### config.mk
export PLATFORM = sky130hd
export DESIGN_NAME = dvr_ctrl
export DESIGN_NICKNAME = d
export VERILOG_FILES = /design/src/design/dvr_pkg.sv /design/src/design/dvr_ctrl.sv
export SDC_FILE = /design/constraint.sdc
export NUM_CORES = 1
export LEC_CHECK = 0
export ABC_AREA = 1
export BUFFER_PORTS_ARGS = -buffer_cell sky130_fd_sc_hd__buf_4
export CORE_MARGIN = 3
export CORE_UTILIZATION = 36
export DETAILED_ROUTE_END_ITERATION = 6
export GPL_TIMING_DRIVEN = 0
export MAX_ROUTING_LAYER = met4
export PLACE_DENSITY = 0.66
export SETUP_SLACK_MARGIN = 0.15
export SYNTH_ARGS = -nofsm -noshare
export SYNTH_HDL_FRONTEND = slang
export SYNTH_SLANG_ARGS = --single-unit
export TNS_END_PERCENT = 20
### constraint.sdc
create_clock -name clk -period 4.4 [get_ports clk]
set_clock_uncertainty 0.05 [all_clocks]
set_input_delay 0.44 -clock clk [delete_from_list [all_inputs] [get_ports clk]]
set_output_delay 0.44 -clock clk [all_outputs]
set_load 0.005 [all_outputs]
### src/design/dvr_pkg.sv
`timescale 1ns / 1ps
`default_nettype none
package dvr_pkg;
  localparam int unsigned GRID = 64;
  localparam int unsigned MAX_NODES_DEF = 64;
  localparam logic [9:0] NO_LINK = 10'd999;
  localparam logic [6:0] HOP_NONE = 7'd64;
  localparam logic [6:0] NODE_COUNT_RST = 7'd64;

  typedef enum logic [1:0] {
    CMD_SET = 2'd0,
    CMD_RECOMPUTE = 2'd1,
    CMD_QUERY = 2'd2,
    CMD_NONE = 2'd3
  } cmd_t;

  typedef enum logic [1:0] {
    KIND_LINK = 2'd0,
    KIND_DONE = 2'd1,
    KIND_HOP = 2'd2,
    KIND_UNREACH = 2'd3
  } kind_t;

  // controller to datapath
  typedef struct packed {
    logic       clr_step;   // sweep one entry of the table reset / clear pass
    logic       link_wr_ab;
    logic       link_wr_ba;
    logic       init_wr;    // write reset value into path/next at (i,j)
    logic       lk_rd;      // issue reads of link(i,k), path(k,j), path(i,j), hop(i,j)
    logic       relax;      // evaluate relaxation with registered reads
    logic       q_rd;       // read path/hop at (cur,dst)
    logic [5:0] i;
    logic [5:0] j;
    logic [5:0] k;
    logic [11:0] clr_addr;
  } dvr_cmd_t;

  // datapath to controller
  typedef struct packed {
    logic       improved;  // strict improvement in this evaluation
    logic [9:0] rd_cost;   // path(i,j) as read
    logic [6:0] rd_hop;    // hop(i,j) as read
  } dvr_stat_t;
endpackage
`default_nettype wire

### src/design/dvr_ctrl.sv
`timescale 1ns / 1ps
`default_nettype none
module dvr_ctrl #(
  parameter int unsigned MAX_NODES = dvr_pkg::MAX_NODES_DEF
) (
  input  wire logic               clk,
  input  wire logic               rst,
  input  wire logic               in_valid,
  output logic                    in_ready,
  input  wire logic [1:0]         in_command,
  input  wire logic [5:0]         node_a,
  input  wire logic [5:0]         node_b,
  input  wire logic [9:0]         link_cost,
  input  wire logic [6:0]         node_count,
  output logic                    out_valid,
  input  wire logic               out_ready,
  output logic [1:0]              out_kind,
  output logic [5:0]              out_hop,
  output logic [9:0]              out_cost,
  output logic                    out_last,
  output dvr_pkg::dvr_cmd_t       cmd,
  input  wire dvr_pkg::dvr_stat_t stat
);
  import dvr_pkg::*;

  localparam int unsigned CW = $clog2(MAX_NODES + 1);

  typedef enum logic [9:0] {
    S_CLEAR  = 10'b0000000001,
    S_IDLE   = 10'b0000000010,
    S_LINKBA = 10'b0000000100,
    S_INIT   = 10'b0000001000,
    S_RD     = 10'b0000010000,
    S_EV     = 10'b0000100000,
    S_QRD    = 10'b0001000000,
    S_QEV    = 10'b0010000000,
    S_EMIT   = 10'b0100000000,
    S_DRAIN  = 10'b1000000000
  } state_t;

  state_t      state;
  logic [11:0] clr_addr;
  logic [5:0]  i;
  logic [5:0]  j;
  logic [5:0]  k;
  logic [6:0]  n;
  logic        improved;
  logic        first;
  logic [5:0]  dst;
  logic [5:0]  cur;
  logic [9:0]  qcost;
  logic [CW-1:0] cnt;
  logic [6:0]  nxt;
  logic        ob_full;

  logic [6:0] n_use;
  assign n_use = (node_count > 7'd64) ? 7'd64 : node_count;

  assign nxt = stat.rd_hop;

  logic out_fire;
  assign out_fire = out_valid && out_ready;
  assign in_ready = (state == S_IDLE) && !ob_full;
  assign out_valid = ob_full;

  always_comb begin
    cmd = '0;
    cmd.clr_addr = clr_addr;
    cmd.i = i;
    cmd.j = j;
    cmd.k = k;
    case (state)
      S_CLEAR: cmd.clr_step = 1'b1;
      S_IDLE: cmd.link_wr_ab = in_valid && in_ready && (in_command == CMD_SET);
      S_LINKBA: cmd.link_wr_ba = 1'b1;
      S_INIT: cmd.init_wr = 1'b1;
      S_RD: cmd.lk_rd = 1'b1;
      S_EV: cmd.relax = 1'b1;
      S_QRD: begin
        cmd.i = cur;
        cmd.j = dst;
        cmd.q_rd = 1'b1;
      end
      default: ;
    endcase
  end

  always_ff @(posedge clk) begin
    if (rst) begin
      state <= S_CLEAR;
      clr_addr <= '0;
      ob_full <= 1'b0;
      i <= '0;
      j <= '0;
      k <= '0;
      n <= '0;
      improved <= 1'b0;
      first <= 1'b0;
      cnt <= '0;
    end else begin
      if (out_fire) ob_full <= 1'b0;
      case (state)
        S_CLEAR: begin
          clr_addr <= clr_addr + 12'd1;
          if (clr_addr == 12'hfff) state <= S_IDLE;
        end
        S_IDLE: begin
          if (in_valid && in_ready) begin
            case (in_command)
              CMD_SET: begin
                state <= S_LINKBA;
                out_kind <= KIND_LINK;
                out_hop <= node_a;
                out_cost <= link_cost;
                out_last <= 1'b1;
              end
              CMD_RECOMPUTE: begin
                n <= n_use;
                i <= '0;
                j <= '0;
                k <= '0;
                improved <= 1'b0;
                state <= (n_use == 7'd0) ? S_EMIT : S_INIT;
                out_kind <= KIND_DONE;
                out_hop <= '0;
                out_cost <= '0;
                out_last <= 1'b1;
              end
              CMD_QUERY: begin
                cur <= node_a;
                dst <= node_b;
                first <= 1'b1;
                cnt <= '0;
                state <= S_QRD;
              end
              default: ;
            endcase
          end
        end
        S_LINKBA: begin
          ob_full <= 1'b1;
          state <= S_IDLE;
        end
        S_INIT: begin
          if ({1'b0, j} == n - 7'd1) begin
            j <= '0;
            if ({1'b0, i} == n - 7'd1) begin
              i <= '0;
              state <= S_RD;
            end else begin
              i <= i + 6'd1;
            end
          end else begin
            j <= j + 6'd1;
          end
        end
        S_RD: state <= S_EV;
        S_EV: begin
          // advance k fastest, then j, then i; repeat sweep while improving
          state <= S_RD;
          if (stat.improved) improved <= 1'b1;
          if ({1'b0, k} == n - 7'd1) begin
            k <= '0;
            if ({1'b0, j} == n - 7'd1) begin
              j <= '0;
              if ({1'b0, i} == n - 7'd1) begin
                i <= '0;
                if (improved || stat.improved) begin
                  improved <= 1'b0;
                end else begin
                  state <= S_EMIT;
                end
              end else begin
                i <= i + 6'd1;
              end
            end else begin
              j <= j + 6'd1;
            end
          end else begin
            k <= k + 6'd1;
          end
        end
        S_EMIT: begin
          ob_full <= 1'b1;
          state <= S_IDLE;
        end
        S_QRD: state <= S_QEV;
        S_QEV: begin
          if (first) begin
            qcost <= stat.rd_cost;
            out_hop <= cur;
            out_cost <= stat.rd_cost;
            if (stat.rd_cost == NO_LINK) begin
              out_kind <= KIND_UNREACH;
              out_last <= 1'b1;
            end else begin
              out_kind <= KIND_HOP;
              out_last <= !((cnt + CW'(1) < CW'(MAX_NODES)) && nxt[5:0] != dst
                            && nxt != HOP_NONE);
            end
          end else begin
            out_kind <= KIND_HOP;
            out_hop <= cur;
            out_cost <= qcost;
            out_last <= !((cnt + CW'(1) < CW'(MAX_NODES)) && nxt[5:0] != dst
                          && nxt != HOP_NONE);
          end
          first <= 1'b0;
          cur <= nxt[5:0];
          cnt <= cnt + CW'(1);
          ob_full <= 1'b1;
          state <= S_DRAIN;
        end
        S_DRAIN: begin
          if (out_fire) begin
            state <= out_last ? S_IDLE : S_QRD;
          end
        end
        default: state <= S_IDLE;
      endcase
    end
  end
endmodule
`default_nettype wire

==> results of run 1 <==
==> kinds of logic (layout without fill, tap and decap cells) <==
logic type,count (synthesis),count (layout),synth area share [%]
simple gates,398,398,33.3
buf+inv,118,245,8.33
compound gates,106,106,11.4
flops,98,98,43.4
fa+ha+maj,10,10,2.29
xor+xnor,8,8,1.28
==> power breakdown <==
group          switching [W]  total, W  leakage (nW)  internal, W
sequential         0.0000466   0.00105         0.831      0.00100
combinational       0.000431  0.000688          2.05     0.000257
clock               0.000363  0.000866         0.158     0.000504
total               0.000840   0.00260          3.04      0.00176
==> state kept, by name (all words and copies together) (netlist names), 7 cells and up <==
| signal | count |
|---|---|
| state | 10 |
| out_cost | 10 |
| clr_addr | 12 |
| qcost | 10 |
| n | 7 |
| cnt | 7 |
==> cell type report <==
type	count	area, µm²
inverters	104	393
clock inverters	7	98.8
repair buffers	111	841
multi-input cells	522	2640
well taps	184	230
fillers	1469	7830
flip-flops and latches	98	2370
clock buffers	9	225
plain buffers	14	62.6
==> synthesized netlist by cell type, types with 5 or more instances <==
cell type,count
ha_1,10
inv_1,92
inv_2,11
clkbuf_1,11
nor3b_1,5
a22o_1,9
nor2_1,71
nand2_4,5
dfxtp_1,57
nand2_2,8
nand3_1,52
o21ai_0,51
nand4_1,11
a211oi_1,7
nor2_2,7
edfxtp_1,41
a21oi_1,26
xor2_1,6
nor3_1,14
nand2_1,203
==> metal layers <==
layer	routed length [µm]	global-route usage (%)	share of wire, %
met3	719	2.43	4.8
met1	6830	24.1	46
met4	223	6.30	1.5
met5	0	-	0
met2	7210	29.7	48
==> placed cells by master (no fill, tap or decap), types with 3 or more instances in the layout <==
master / n
nand3_1: 52
a211oi_1: 7
nand2_1: 203
clkbuf_1: 11
nand4_1: 11
edfxtp_1: 41
ha_1: 10
nand2_2: 8
nor2_4: 4
o21ai_0: 51
a22o_1: 9
inv_2: 11
nor3b_1: 5
clkbuf_16: 9
or2_2: 4
nand3_2: 3
dfxtp_1: 57
nor3_1: 14
inv_1: 92
nand2_4: 5
buf_4: 110
nor2_1: 71
a21oi_1: 25
xor2_1: 6
nor2_2: 7
nor3_2: 4
==> through the flow <==
stage	area [µm²]	util, %	power [W]	worst slack [ps]
global placement	6520	44.4	0.00175	899
finish	6870	46.7	0.00260	1430
detailed placement	6540	44.5	0.00176	1840
CTS	6870	46.7	0.00263	1460
global route	6870	46.7	0.00276	1240
floorplan	5470	-	0.00152	1770
==> how the worst max path moves through the flow <==
stage | from | to | slack, ps | depth (start not counted)
2_1_floorplan | state[9]$_SDFFE_PP0P_ | out_cost[0]$_DFFE_PP_ | 1770 | 7
3_3_place_gp | state[9]$_SDFFE_PP0P_ | out_hop[3]$_DFFE_PP_ | 900 | 7
3_5_place_dp | state[9]$_SDFFE_PP0P_ | cur[3]$_DFFE_PP_ | 1840 | 9
4_1_cts | state[0]$_SDFFE_PP1P_ | cmd[23] | 1460 | 6
5_1_grt | state[0]$_SDFFE_PP1P_ | cmd[23] | 1240 | 6
6_report | state[0]$_SDFFE_PP1P_ | cmd[23] | 1430 | 6
==> critical path, cell delays in order (launching register included) <==
cell      delay, ps
dfxtp_1         320
nor2_1          190
nand2_1         210
nor3_2          530
clkbuf_1        450
o21ai_0         240
buf_4           190
==> reports/metrics.cfg, run 1 <==
[timing]
timing.setup.tns_ps=0
fmax_mhz=336
max_slew_margin_pct=39.7
period_share_pct=67.6
period_minus_slack_ps=2970
maxSlewViolCount=0
tightest_slew_ps=901
rsz0062_at_grt=no
whs_ps=213
hold_violations=0
setup_violations=0

[clock_network]
h-tree-depth=3
ctsResizeCount=0
cts_buffers=9
clk_pin_slew_ps=70
cts_tree=done
cts-root-buf=clkbuf_16
insertion_delay_ps=350
postCtsSetupBuffers=0
clk_path_buf_depth=2
cts.sinks=98
cts_hold_repair.buffers=0

[critical_path]
r2r-start=state[9]$_SDFFE_PP0P_
crit_type=flop to output pin
cp_data_arrival_time_ps=2480
crit_required_ps=3910
setup.worst_path.start_class=flop
r2r_setup_slack_ps=1870
cp_max_fo=10
crit_path_end_kind=output pin
worst_r2r_path_depth=9
r2r_end=cur[5]$_DFFE_PP_

[drt]
dr.first_iter.drc_count=341
routedWlPerCell_um=14.3
vias=5147
route.detailed.drc=0
first_pass_iters=5
drt_wl_total_mm=15.0
ant_nets=0
via_per_inst=4.91

[worst_hold_path]
holdPathEnd=dst[5]$_DFFE_PP_
min_path_type=input port to flop
min_path_cells=1
hold_start=node_b[5]

[floorplan]
die_y_um=129
die_x_um=129
start_util_pct=37.2
ios=111
dieArea_um2=16700
core_area_um2=14700
rows=44

[power_and_ir_drop]
max-vdd-ir-drop_mv=0.188
p_leak_nw=3.04
p_per_area_nw_per_um2=379

[place]
port_buffers=110
gp_congestion=0.924
dp_hpwl_mm=11.9
dp.cells=1033

[global_route]
antenna_found_initial=0
grt_usage_pct=18.5
grt_pass1_wl_mm=23.6
grt_overflow=0
grt_max_degree=18
grt_pass1_vias=4759

[logic_synthesis]
synth_cell_types=42
syn-cell-area_um2=5470
syn-num-nets=801
yosys.area.top_type=edfxtp_1
synth_edf_count=41
synthTopCellsByArea=edfxtp_1 (23%), dfxtp_1 (21%), nand2_1 (14%), inv_1 (6.3%), nor2_1 (4.9%)
yosysWarningCount=0
syn_inst=738
synth_top_area_share_pct=22.5
ys_async_sr_fraction_pct=0
synth_ff_type=dfxtp_1
avgSynthCellArea_um2=7.41
synth-seq-area-share_pct=43.4
ys_seq_elements=98

[cells_and_area]
area_growth_pct=25.6
fin_cells=1049
diodes=0
drive_gt1_share_pct=20.9
layout.nets=923

[run]
drv_cap=0

[outcome]
status=finished clean

No activity file was read; power rests on OpenSTA's default activity.
==> run 2: changes to the inputs <==
--- a/config.mk
+++ b/config.mk
@@ -12,7 +12,7 @@
 export DETAILED_ROUTE_END_ITERATION = 6
 export GPL_TIMING_DRIVEN = 0
 export MAX_ROUTING_LAYER = met4
-export PLACE_DENSITY = 0.66
+export PLACE_DENSITY = 0.68
 export SETUP_SLACK_MARGIN = 0.15
 export SYNTH_ARGS = -nofsm -noshare
 export SYNTH_HDL_FRONTEND = slang
==> constraint.sdc (replaced) <==
create_clock -name clk -period 2.6 [get_ports clk]
set_clock_uncertainty 0.05 [all_clocks]
set_input_delay 0.26 -clock clk [delete_from_list [all_inputs] [get_ports clk]]
set_output_delay 0.26 -clock clk [all_outputs]
set_load 0.005 [all_outputs]
==> run 2 against run 1 <==
  * Core utilization is 0.17 points higher
  * Global-route usage is 0.22 points higher
  * Die area is the same
  * Critical endpoint is now dst[4]$_DFFE_PP_
  * First-iteration DRC count increased by 7.3%
  * Largest cell class unchanged
  * Combinational power increased by 74%
  * Non-clock buffer count up 3
  * Register-to-register slack got worse by 1600 ps
  * Flip-flop and latch count unchanged
  * Critical path depth up 1
  * Clock power up 43%
  * Wire length is 1.1% higher
==> reports/metrics.cfg, run 2 (synthesized netlist as in run 1, its figures left out) <==
[timing]
rsz0062_at_grt=yes  ; was no
tightest_slew_ps=797  ; was 901 ps
period_minus_slack_ps=2340
timing.setup.tns_ps=0  ; unchanged
fmax_mhz=428
maxSlewViolCount=0  ; unchanged
setup_violations=0  ; unchanged
hold_violations=0  ; unchanged
period_share_pct=89.8
max_slew_margin_pct=46.7  ; was 39.7%

[drt]
route.detailed.drc=0  ; unchanged
routedWlPerCell_um=14.4  ; was 14.3 µm
via_per_inst=4.97  ; was 4.91
ant_nets=0  ; unchanged
vias=5224  ; was 5,147
dr.first_iter.drc_count=366  ; was 341
drt_wl_total_mm=15.1  ; was 15.0 mm
first_pass_iters=5  ; unchanged

[outcome]
status=finished clean  ; unchanged

[floorplan]
die_x_um=129  ; unchanged
die_y_um=129  ; unchanged
ios=111  ; unchanged
start_util_pct=37.2  ; unchanged
core_area_um2=14700  ; unchanged
dieArea_um2=16700  ; unchanged
rows=44  ; unchanged

[worst_hold_path]
min_path_type=input port to flop  ; unchanged
min_path_cells=1  ; unchanged

[power_and_ir_drop]
clockPowerShare_pct=29.5  ; was 33.3%
p_leak_nw=3.03  ; was 3.04 nW
power.share.switching_pct=33.8  ; was 32.3%
cellInternalPower_w=0.00279  ; was 0.00176 W
max-vdd-ir-drop_mv=0.374  ; was 0.188 mV
finalPower_w=0.00422  ; was 0.00260 W
p_switching_w=0.00143  ; was 0.000840 W
p_per_area_nw_per_um2=613  ; was 379 nW/µm²
p_seq_share_pct=42.1  ; was 40.3%
power_frac_comb_pct=28.4  ; was 26.4%

[place]
port_buffers=110  ; unchanged
gp_congestion=0.947  ; was 0.924
dp_hpwl_mm=11.9  ; about the same
dp.cells=1032  ; was 1,033
place_area_um2=6530  ; was 6540 µm²

[cells_and_area]
design_area_um2=6890  ; was 6870 µm²
diodes=0  ; unchanged
layout.nets=926  ; was 923
drive_gt1_share_pct=21.9  ; was 20.9%
layout_commonest_cell=nand2_1  ; unchanged
area_growth_pct=26.0  ; was 25.6%
fin_cells=1052  ; was 1,049
layout_common_cells=nand2_1 (200), buf_4 (116), inv_1 (92)  ; was nand2_1 (203), buf_4 (110), inv_1 (92)
largest_register=clr_addr  ; unchanged
nFillCells=1492  ; was 1,469
final_util_pct=46.9  ; was 46.7%
largest_reg_flops=12  ; unchanged

[run]
drv_cap=0  ; unchanged

[critical_path]
crit_path_end_kind=flop  ; was output pin
worst_r2r_path_depth=7  ; was 9
setup.worst_path.start_class=flop  ; unchanged
crit_required_ps=2540  ; was 3910 ps
cp_max_fo=7  ; was 10
cp_data_arrival_time_ps=2270  ; was 2480 ps
crit_type=flop to flop  ; was flop to output pin

[clock_network]
cts_buffers=9  ; unchanged
cts_tree=done  ; unchanged
cts.sinks=98  ; unchanged
insertion_delay_ps=350  ; about the same
cts-root-buf=clkbuf_16  ; unchanged
clk_path_buf_depth=2  ; unchanged
clk_pin_slew_ps=70  ; about the same
h-tree-depth=3  ; unchanged
cts_hold_repair.buffers=0  ; unchanged

[global_route]
antenna_found_initial=0  ; unchanged
grt_usage_pct=18.7  ; was 18.5%
grt_pass1_wl_mm=24.0  ; was 23.6 mm
grt_overflow=0  ; unchanged
grt_pass1_vias=4791  ; was 4,759
grt_max_degree=19  ; was 18

-- run 2: cell types whose count changed in the layout (fill, tap and decap cells not counted), sizes merged --
cell / delta
buf: +5
inv: -3
bufinv: -2
clkinv: +2
clkinvlp: +1
-- run 2: worst paths after layout --
path         slack, ps                  start               endpoint
min                 40              node_b[0]       dst[0]$_DFFE_PP_
max reg2reg        260  state[7]$_SDFFE_PP0P_       dst[4]$_DFFE_PP_
min reg2reg        420  improved$_SDFFE_PP0P_  improved$_SDFFE_PP0P_
max                260  state[7]$_SDFFE_PP0P_       dst[4]$_DFFE_PP_
-- run 2: power by group through the flow --
stage	Combinational [W]	Sequential, W	Clock, W
after global routing	0.00136	0.00179	0.00131
after global placement	0.00114	0.00181	0
final	0.00120	0.00178	0.00124
after CTS	0.00117	0.00178	0.00127
after floorplan	0.000767	0.00180	0
after detailed placement	0.00116	0.00181	0
-- run 2: through the flow --
stage	hold WS (ps)	setup WS (ps)
4_1_cts	27.9	88.4
3_3_place_gp	390	-226
6_report	35.6	264
5_1_grt	30.7	132
3_5_place_dp	390	-199
2_1_floorplan	288	338
-- run 2: worst max-delay path: stages, from the launching register on --
cell	delay [ps]
dfxtp_1	350
nor2_2	190
nand2_4	110
nor3_4	350
nand3_2	270
inv_2	160
nand2_4	80
nor2_1	410
-- run 2: final cells by class --
type | count | area [µm²] | share of cell area (%)
plain buffers | 14 | 72.6 | 1.05
clock buffers | 11 | 233 | 3.38
clock inverters | 5 | 31.3 | 0.454
inverters | 104 | 395 | 5.74
multi-input cells | 522 | 2680 | 39.0
flip-flops and latches | 98 | 2380 | 34.5
well taps | 184 | 230 | 3.34
repair buffers | 114 | 868 | 12.6
-- run 2: metal layers --
layer	wire, µm	vias up	global-route usage, %	part of all wire (%)
met5	0	-	-	0
met2	7250	129	29.8	48
met4	229	0	5.19	1.5
met1	6920	2410	24.7	46
li1	-	2669	-	-
met3	748	16	3.17	4.9
-- run 2: timing repair --
action / in CTS / in global routing
pin swaps: 0 / 4
endpoints found under the setup margin: 37 / 79
gates cloned: 0 / 0
resized for setup: 3 / 21
setup buffers: 1 / 3
==> run 3: changes to the inputs <==
--- a/config.mk
+++ b/config.mk
@@ -5,14 +5,13 @@
 export SDC_FILE = /design/constraint.sdc
 export NUM_CORES = 1
 export LEC_CHECK = 0
-export ABC_AREA = 1
 export BUFFER_PORTS_ARGS = -buffer_cell sky130_fd_sc_hd__buf_4
 export CORE_MARGIN = 3
 export CORE_UTILIZATION = 36
 export DETAILED_ROUTE_END_ITERATION = 6
 export GPL_TIMING_DRIVEN = 0
 export MAX_ROUTING_LAYER = met4
-export PLACE_DENSITY = 0.68
+export PLACE_DENSITY = 0.69
 export SETUP_SLACK_MARGIN = 0.15
 export SYNTH_ARGS = -nofsm -noshare
 export SYNTH_HDL_FRONTEND = slang
==> run 3 against run 2 <==
  * The run now ends with negative setup slack left
  * Non-clock buffer count grew 23
  * Design area grew 2.7%
  * Final cell count shrank 15%
  * Core utilization grew 3.3 points
  * Via count shrank 7.3%
  * Total power shrank 21%
  * Sequential share of layout area shrank 0.91 points
  * Critical endpoint is now j[2]$_SDFFE_PP0P_
  * Largest cell class unchanged
  * Largest power group unchanged
  * Highest routed layer unchanged
==> reports/metrics.cfg, run 3 <==
[floorplan]
rows=43  ; was 44
die_x_um=127  ; was 129 µm
start_util_pct=37.4  ; was 37.2%
dieArea_um2=16100  ; was 16,700 µm²
core_area_um2=14100  ; was 14,700 µm²
ios=111  ; unchanged
die_y_um=127  ; was 129 µm

[logic_synthesis]
ys_async_sr_fraction_pct=0  ; unchanged
synth_cell_types=66  ; was 42
avgSynthCellArea_um2=9.24  ; was 7.41 µm²
ys_seq_elements=98  ; unchanged
syn-num-nets=634  ; was 801
synth_edf_count=41  ; unchanged
yosysWarningCount=0  ; unchanged
syn-cell-area_um2=5280  ; was 5470 µm²
synth_ff_type=dfxtp_1  ; unchanged
yosys.area.top_type=edfxtp_1  ; unchanged
synth-seq-area-share_pct=45.0  ; was 43.4%
synthTopCellsByArea=edfxtp_1 (23%), dfxtp_1 (22%), nand2_1 (6.3%), nor2_1 (3.7%), xnor2_1 (3.5%)  ; was edfxtp_1 (23%), dfxtp_1 (21%), nand2_1 (14%), inv_1 (6.3%), nor2_1 (4.9%)
synth_top_area_share_pct=23.3  ; was 22.5%
syn_inst=571  ; was 738
synth_most_common_cell=nand2_1  ; unchanged
synth_common_cells=nand2_1 (89), dfxtp_1 (57), nor2_1 (52), edfxtp_1 (41), a21oi_1 (29)  ; was nand2_1 (203), inv_1 (92), nor2_1 (71), dfxtp_1 (57), nand3_1 (52)

[cells_and_area]
layout_common_cells=buf_4 (117), nand2_1 (86), dfxtp_1 (55)  ; was nand2_1 (200), buf_4 (116), inv_1 (92)
nFillCells=1294  ; was 1,492
area_growth_pct=34.1  ; was 26.0%
largest_register=clr_addr  ; unchanged
multiInputGateArea_um2=3000  ; was 2680 µm²
fin_cells=890  ; was 1,052
layout_commonest_cell=buf_4  ; was nand2_1
largest_reg_flops=12  ; unchanged
drive_gt1_share_pct=31.0  ; was 21.9%
layout.nets=768  ; was 926
diodes=0  ; unchanged
design_area_um2=7070  ; was 6890 µm²
seq_area_um2=2370  ; was 2380 µm²

[timing]
period_share_pct=118  ; was 89.8%
max_slew_margin_pct=52.3  ; was 46.7%
period_minus_slack_ps=3070  ; was 2340 ps
setup_ws_ps=-474  ; was 264 ps
maxSlewViolCount=0  ; unchanged
fmax_mhz=325  ; was 428 MHz
setup_violations=26  ; was 0
rsz0062_at_grt=yes  ; unchanged
tightest_slew_ps=716  ; was 797 ps
hold_violations=0  ; unchanged

[place]
dp_hpwl_mm=11.0  ; was 11.9 mm
place_area_um2=6370  ; was 6530 µm²
dp.cells=861  ; was 1,032
port_buffers=109  ; was 110
gp_congestion=0.915  ; was 0.947
place_ws_ps=-884  ; was -199 ps

[worst_hold_path]
min_path_type=input port to flop  ; unchanged

[clock_network]
cts-root-buf=clkbuf_16  ; unchanged
cts.sinks=98  ; unchanged
insertion_delay_ps=360  ; was 350 ps
cts_tree=done  ; unchanged
h-tree-depth=3  ; unchanged
clk_path_buf_depth=2  ; unchanged
cts_buffers=9  ; unchanged
cts_hold_repair.buffers=0  ; unchanged
clk_pin_slew_ps=70  ; about the same

[critical_path]
cpMaxStageDelayCell=or4_4  ; was nor2_1
crit_type=flop to flop  ; unchanged
path_common_cell=buf_6  ; was nand2_4
crit_required_ps=2830  ; was 2540 ps
setup.worst_path.start_class=flop  ; unchanged
cp_data_arrival_time_ps=3310  ; was 2270 ps
cpPeakStageDelay_ps=490  ; was 410 ps
crit_path_end_kind=flop  ; unchanged
crit_path_cell_trace=buf_8 > inv_4 > ha_4 > buf_6 > or3b_4 > buf_6 > o31ai_4 > nand2_2 > or4_4 > and3_4 > buf_6 > or4b_4 > a21oi_2  ; was nor2_2 > nand2_4 > nor3_4 > nand3_2 > inv_2 > nand2_4 > nor2_1
cp_max_fo=4  ; was 7
crit_buf_inv=5  ; was 1
cpLargestDelayFamily=simple AND/OR/NAND/NOR gates  ; unchanged

[run]
drv_cap=0  ; unchanged

[drt]
dr.first_iter.drc_count=304  ; was 366
ant_nets=0  ; unchanged
first_pass_iters=5  ; unchanged
drt_wl_total_mm=15.1  ; about the same
route.detailed.drc=0  ; unchanged
via_per_inst=5.44  ; was 4.97
vias=4843  ; was 5,224
routedWlPerCell_um=17.0  ; was 14.4 µm

[global_route]
grt_pass1_vias=4664  ; was 4,791
antenna_found_initial=0  ; unchanged
grt_overflow=0  ; unchanged
grt_pass1_wl_mm=23.5  ; was 24.0 mm
grt_max_degree=18  ; was 19
grt_usage_pct=18.6  ; was 18.7%

[power_and_ir_drop]
p_leak_nw=2.92  ; was 3.03 nW
finalPower_w=0.00332  ; was 0.00422 W
max-vdd-ir-drop_mv=0.263  ; was 0.374 mV
p_per_area_nw_per_um2=469  ; was 613 nW/µm²

[outcome]
status=complete, but fails checks  ; was finished clean
violations=negative setup slack

run 3: where the power goes:
group / internal (W) / switching (W)
Clock: 0.000756 / 0.000608
Sequential: 0.00162 / 0.0000294
Combinational: 0.000159 / 0.000147
run 3: per-layer routing:
layer  GRT usage [%]  vias up  part of all wire, %
met2            28.6      179                   47
met1            24.2     2314                   44
met3            3.39       37                  5.4
met4            8.08        0                  3.1
met5               -        -                    0
li1                -     2313                    -
run 3: final timing paths:
kind	start	endpoint	slack, ps	depth (start not counted)
worst max-delay path	n[0]$_SDFFE_PP0P_	j[2]$_SDFFE_PP0P_	-470	13
worst max register to register	n[0]$_SDFFE_PP0P_	j[2]$_SDFFE_PP0P_	-470	13
worst min register to register	cnt[1]$_SDFFE_PP0P_	cnt[1]$_SDFFE_PP0P_	440	2
worst min-delay path	node_b[5]	dst[5]$_DFFE_PP_	30	1
run 3: stage by stage:
| step | hold WS, ps | utilization, % | TNS (ps) |
|---|---|---|---|
| 3_5_place_dp | 390 | 45.2 | -11920 |
| 4_1_cts | 13.0 | 48.4 | -4200 |
| 6_report | 25.6 | 50.2 | -6440 |
| 2_1_floorplan | 309 | - | -4260 |
| 3_3_place_gp | 392 | 45.1 | -20710 |
| 5_1_grt | 13.3 | 50.2 | -9260 |
run 3: repair_timing:
action                     in CTS  in global routing
pin swaps                      14                 19
resized for setup              21                 62
setup buffers                   9                  4
setup endpoints to repair      86                105
run 3: worst reg2reg max path, cell delays in order (launching register included):
cell	delay, ps
dfxtp_2	320
buf_8	120
inv_4	40
ha_4	110
buf_6	80
or3b_4	370
buf_6	150
o31ai_4	270
nand2_2	100
or4_4	490
and3_4	180
buf_6	110
or4b_4	480
a21oi_2	140
run 3: cell type report:
class                      count  share of cell area, %
tap                          180                   3.18
multi-input combinational    429                   42.5
buffer                        28                   2.23
timing repair buffer         123                   13.5
clock buffer                  11                   3.29
inverter                      16                  0.884
sequential                    98                   33.6
clock inverter                 5                  0.902
run 3: kinds of logic (layout without fill, tap and decap cells):
| kind of cell | Yosys count | after routing | synth area share (%) |
|---|---|---|---|
| flops | 98 | 98 | 45.0 |
| compound gates | 84 | 84 | 10.9 |
| xor+xnor | 43 | 43 | 8.20 |
| buf+inv | 44 | 183 | 3.53 |
| mux | 13 | 13 | 2.70 |
| fa+ha+maj | 10 | 10 | 2.37 |
| simple gates | 279 | 279 | 27.4 |
